**src/rtl/core/mfb_pkg.sv**
```systemverilog
// Shared types and constants for the monochrome framebuffer rectangle-fill block.
// Used by the controller, the datapath and the top level; depends on nothing else.
package mfb_pkg;

   // Configuration register indexes.
   localparam int CSR_INDEX_W = 2;
   localparam logic [CSR_INDEX_W-1:0] CSR_PHYS_WIDTH  = 2'd0;
   localparam logic [CSR_INDEX_W-1:0] CSR_PHYS_HEIGHT = 2'd1;
   localparam logic [CSR_INDEX_W-1:0] CSR_PORTRAIT    = 2'd2;

   localparam int CSR_DATA_W = 9;
   localparam logic [CSR_DATA_W-1:0] PHYS_WIDTH_RST  = 9'd200;
   localparam logic [CSR_DATA_W-1:0] PHYS_HEIGHT_RST = 9'd200;

   // Request type codes.
   localparam logic REQ_FILL = 1'b0;
   localparam logic REQ_READ = 1'b1;

   // Bit mask of the leftmost pixel in a framebuffer byte.
   localparam logic [7:0] PIX_MASK_MSB = 8'h80;

   typedef enum logic [2:0] {
      ST_CLEAR,
      ST_IDLE,
      ST_START,
      ST_CALC,
      ST_READ,
      ST_WRITE,
      ST_FETCH,
      ST_DONE
   } state_type;

   // Commands from the controller to the datapath.
   typedef struct packed {
      logic clear;     // write one zero byte of the clearing pass
      logic start;     // accept a transaction and latch its fields
      logic calc;      // compute address and mask of the current pixel
      logic rd_fill;   // read the byte of the current pixel
      logic wr_fill;   // write back the modified byte and step the walk
      logic fetch;     // read the byte of a read request
      logic deliver;   // load the result register
   } cmd_type;

   // Status from the datapath to the controller.
   typedef struct packed {
      logic clr_last;
      logic is_read;
      logic empty;
      logic last_pixel;
      logic out_free;
   } stat_type;

endpackage

```
**src/rtl/core/mfb_ctrl.sv**
```systemverilog
// Controller state machine for the framebuffer block: clearing pass, request
// dispatch, per-pixel read-modify-write sequencing. Uses mfb_pkg.
module mfb_ctrl (
   input  logic               clock,
   input  logic               reset,
   input  logic               req_valid,
   output logic               req_ready,
   input  mfb_pkg::stat_type  stat,
   output mfb_pkg::cmd_type   cmd
);

   mfb_pkg::state_type state_ff, state_in;

   always_ff @(posedge clock) begin
      if (reset) begin
         state_ff <= mfb_pkg::ST_CLEAR;
      end else begin
         state_ff <= state_in;
      end
   end

   always_comb begin
      state_in = state_ff;
      case (state_ff)
         mfb_pkg::ST_CLEAR: begin
            if (stat.clr_last) state_in = mfb_pkg::ST_IDLE;
         end
         mfb_pkg::ST_IDLE: begin
            if (req_valid) state_in = mfb_pkg::ST_START;
         end
         mfb_pkg::ST_START: begin
            if (stat.is_read)    state_in = mfb_pkg::ST_FETCH;
            else if (stat.empty) state_in = mfb_pkg::ST_DONE;
            else                 state_in = mfb_pkg::ST_CALC;
         end
         mfb_pkg::ST_CALC:  state_in = mfb_pkg::ST_READ;
         mfb_pkg::ST_READ:  state_in = mfb_pkg::ST_WRITE;
         mfb_pkg::ST_WRITE: begin
            state_in = stat.last_pixel ? mfb_pkg::ST_DONE : mfb_pkg::ST_CALC;
         end
         mfb_pkg::ST_FETCH: state_in = mfb_pkg::ST_DONE;
         mfb_pkg::ST_DONE: begin
            if (stat.out_free) state_in = mfb_pkg::ST_IDLE;
         end
         default: state_in = mfb_pkg::ST_CLEAR;
      endcase
   end

   always_comb begin
      cmd       = '0;
      req_ready = 1'b0;
      case (state_ff)
         mfb_pkg::ST_CLEAR: cmd.clear = 1'b1;
         mfb_pkg::ST_IDLE: begin
            req_ready = 1'b1;
            cmd.start = req_valid;
         end
         mfb_pkg::ST_CALC:  cmd.calc    = 1'b1;
         mfb_pkg::ST_READ:  cmd.rd_fill = 1'b1;
         mfb_pkg::ST_WRITE: cmd.wr_fill = 1'b1;
         mfb_pkg::ST_FETCH: cmd.fetch   = 1'b1;
         mfb_pkg::ST_DONE:  cmd.deliver = stat.out_free;
         default: ;
      endcase
   end

endmodule

```
**config.mk**
```make
export PLATFORM = sky130hd
export DESIGN_NAME = mfb_ctrl
export DESIGN_NICKNAME = d
export VERILOG_FILES = /design/src/rtl/core/mfb_pkg.sv /design/src/rtl/core/mfb_ctrl.sv
export SDC_FILE = /design/constraint.sdc
export NUM_CORES = 1
export LEC_CHECK = 0
export ABC_CLOCK_PERIOD_IN_PS = 900
export BUFFER_PORTS_ARGS = -buffer_cell sky130_fd_sc_hd__buf_2
export CORE_AREA = 8 8 45 47
export CTS_CLUSTER_SIZE = 8
export DETAILED_ROUTE_END_ITERATION = 7
export DIE_AREA = 0 0 53 55
export MAX_ROUTING_LAYER = met4
export SLEW_MARGIN = 15
export SYNTH_ARGS = -nofsm -noshare
export SYNTH_HDL_FRONTEND = slang
export SYNTH_SLANG_ARGS = --single-unit
```
**constraint.sdc**
```tcl
create_clock -name clock -period 0.9 [get_ports clock]
set_clock_uncertainty 0.05 [all_clocks]
set_input_delay 0.09 -clock clock [delete_from_list [all_inputs] [get_ports clock]]
set_output_delay 0.09 -clock clock [all_outputs]
set_load 0.02 [all_outputs]
```
==> Yosys cells after proc, flatten, opt, wreduce, memory -nomap -nowiden <==
Cells that the tools add are included.
{ "word_totals": {"romBits": 0, "mem_bits_rw": 0, "mem_count": 0, "latchBits": 0, "register_bits": 3} }
{ "classes": {"reduce_logical": 2, "n_mux": 15, "shifts": 0, "n_addsub": 0, "div_mod_pow": 0, "eq_ne": 10, "bitwise": 0, "order_cmp": 0, "multipliers": 0} }
{ "ops": {"columns": ["operator", "count"], "rows": [
  ["3-bit case mux with 8 select lines", 1],
  ["3-bit 2-to-1 mux", 6],
  ["3-bit == test, second input constant", 4],
  ["1-bit 2-to-1 mux", 8],
  ["3-bit by 2-bit == test with 1-bit output, second input constant", 2],
  ["2-bit != test, second input constant", 3],
  ["3-bit by 1-bit == test with 1-bit output, second input constant", 1],
  ["3-bit zero test", 1],
  ["3-bit AND reduction", 1]
]} }

==> Logic depth before layout (Yosys ltp) <==
{ "logic_depth": {"depth_word": 3, "mapped_depth": 4, "mapped_depth_nobuf": 3} }

==> Worst setup path after synthesis <==
Ideal clock, no wire load.
{ "synth_path": {"kind": "reg-to-output", "start": "reg state_ff[0]", "end": "out req_ready", "slack_ns": -0.286, "path_stages_with_launch": 3, "t_arrival_ns": 1.046, "n_path_buf": 1, "required_ns": 0.760, "path_cell_list": "dfxtp_1 buf_2 nor3b_1"} }
{ "synth_between": {"elab_chain_len": 2} }
{ "synth_lines": {"columns": ["item", "line", "text"], "rows": [
  ["start, declared", "mfb_ctrl.sv:12", "mfb_pkg::state_type state_ff, state_in;"],
  ["start signal, assigned", "mfb_ctrl.sv:16", "state_ff <= mfb_pkg::ST_CLEAR;"],
  ["start signal, assigned", "mfb_ctrl.sv:18", "state_ff <= state_in;"],
  ["3-bit by 1-bit == test with 1-bit output", "mfb_ctrl.sv:52", "case (state_ff)"],
  ["1-bit 2-to-1 mux", "mfb_ctrl.sv:52", null],
  ["end, declared", "mfb_ctrl.sv:7", "output logic req_ready,"]
]} }
Every way passes these cells.

==> results.md <==
- First-pass GRT wire length: 1440 microns
- Leak pwr: 0.000277 uW
- Remaining antenna violation count: 0
- Hold Path Class: in -> reg
- Dpl cells: 62
- # setup viols final: 11
- Vias in the first global route: 369
- Antenna Cells: 0
- Fraction of layout cells with a size suffix above 1: 83.3%
- # Max-Cap Violations: 0
- Area growth from synthesis to final layout: 195%
- Mapped Cells: 29
- Routed WL per cell: 12.2 microns
- TritonCTS clock tree: done
- YS warnings: 0
- Die height: 55 microns
- Flop2flop setup slack: -0.19 ns
- Pre-CTS setup slack: -0.175 ns
- Pin count of the biggest net entering global routing: 8
- Final Hold Viols: 0
- Core Box Area: 1380 sq um
- Most frequent cells in the layout: 16 x buf_6, 7 x buf_2, 5 x buf_4, 3 x clkbuf_4, 3 x dfxtp_4
- Vias per cell: 4.39
- Setup ws final: -0.285 ns
- Critical Path AT: 1.04 ns
- Unrepaired setup endpoints after global routing: yes
- Die ar.: 2920 sq um
- Root Driver: clkbuf_4
- Register area share after synthesis: 27.6%
- 1st-pass router iterations: 1
- DRC viols: 0
- Maximum vdd ir drop: 0.000509 V
- Commonest non-fill, non-tap cell in the layout: buf_6
- Max clock buf depth: 2
- Insertion delay to the later sink of the worst-skew pair: 0.23 ns
- Worst slew pin tran: 0.213 ns
- Ys async rst share: 0%
- Final min period: 1.18 ns
- Via count: 334
- Period utilisation layout: 132%
- PortBufs: 15
- Critical path class: reg -> out
- Mean post-synth cell area: 7.51 sq um
- H-Tree Depth: 1
- Initial antenna violation count: 0
- Reg-to-Reg End: state_ff[1]$_SDFFE_PP0P_
- Grt ovf: 0
- Initial DRC count: 0
- Total CTS buffers: 3
- GRT Resource Usage Total: 6.93%
- Gpl congestion: 0.701
- Starting Density: 15.7%
- Slew Limit Fails: 0
- Max FO, Critical Path: 6
- Hold path cells: 3
- Failing checks: setup timing
- Hold Startpoint: stat[0]
- Row cnt: 14
- Status: complete, but fails checks
- Synth Register Bits: 3
- Crit start category: register
- Die Wd: 53 microns
- Worst hold endpoint: state_ff[1]$_SDFFE_PP0P_
- Final wirelength: 928 microns
- Clock-pin slew on the worst setup and hold paths: 0.04 ns
- Endpoint type of the worst setup path: output pin
- Number of flops mapped to enable cells by yosys: 0
- Post-Syn Area: 218 sq um
- Nets: 69
- Max Clk Rate: 844 MHz
- Clock Sinks: 3
- Max_slew headroom: 85.7%
- R2R depth: 5
- Number of flip-flops in the largest register: 3
- PD cells: 1420 nW/um^2
- HPWL Detailed: 584 microns
- Worst Path Required: 0.76 ns
- Worst R2R Start: state_ff[0]$_SDFFE_PP0P_
- Synth unique cells: 16
- Largest registers: state_ff: 3 flops
- Post-route insts no fill: 76
- Syn Nets: 37
- Main synth FF type: dfxtp_1
- IO Pins: 16
- Most flop-heavy register: state_ff
==> critical path: stages (launching register included) <==
cell and delay, ns:
dfxtp_4 0.37, buf_12 0.14, nor3b_4 0.17, buf_6 0.14
==> cells in the mapped netlist (2+ instances only) <==
cell type | instances | area (sq um)
nor3_1 | 3 | 15.0
dfxtp_1 | 3 | 60.1
nor3b_1 | 2 | 15.0
and3b_1 | 2 | 17.5
nand2_1 | 3 | 11.3
o21ai_0 | 2 | 10.0
a21oi_1 | 2 | 10.0
nor2_1 | 3 | 11.3
a311oi_1 | 2 | 17.5
==> through the flow <==
step	setup TNS (ns)	cell area, sq um	util (%)	total power [uW]	hold slack, ns
2_1_floorplan	-0.130	298	-	390	0.105
5_1_grt	-2.89	643	46.5	982	0.165
3_3_place_gp	-0.826	409	29.6	471	0.245
6_report	-2.39	643	46.5	913	0.145
3_5_place_dp	-0.956	409	29.6	474	0.234
4_1_cts	-2.39	623	45.0	890	0.126
==> logic make-up (layout without fill, tap and decap cells) <==
family	after synthesis	in the layout	share of synthesized area (%)
AND/OR/NAND/NOR	16	16	40.8
AO/OA/AOI/OAI	7	7	20.7
flip-flops	3	3	27.6
buffers and inverters	3	34	10.9
==> power breakdown <==
part	internal [uW]	switching, uW
sequential	155	36.5
combinational	283	208
clock	166	64.4
==> per-layer routing <==
layer	part of all wire, %	vias up	GRT usage (%)
li1	-	166	-
met1	35	156	5.17
met3	9.9	0	2.67
met5	0	-	-
met4	0	0	3.88
met2	55	12	13.7
==> how the worst max path moves through the flow <==
stage	from	end	slack [ns]	depth (start not counted)
floorplan	state_ff[1]$_SDFFE_PP0P_	cmd[6]	-0.05	2
finish	state_ff[1]$_SDFFE_PP0P_	cmd[3]	-0.28	3
detailed placement	state_ff[1]$_SDFFE_PP0P_	state_ff[2]$_SDFFE_PP0P_	-0.18	3
global route	state_ff[0]$_SDFFE_PP0P_	req_ready	-0.33	3
CTS	state_ff[2]$_SDFFE_PP0P_	req_ready	-0.29	3
global placement	state_ff[0]$_SDFFE_PP0P_	state_ff[2]$_SDFFE_PP0P_	-0.12	3
==> final cells by class <==
class,instances,area (sq um)
fill,129,741
timing repair buffer,30,283
multi-input combinational,23,243
sequential,3,71.3
clock buffer,4,26.3
tap,16,20.0
==> repair_timing <==
action	CTS	global route
resized for setup	37	4
endpoints found under the setup margin	11	11
pin swaps	11	2
hold buffers	1	0
endpoints found under the hold margin	3	0
buffers inserted	9	0
Note: power is estimated with default switching activity, not from simulation.
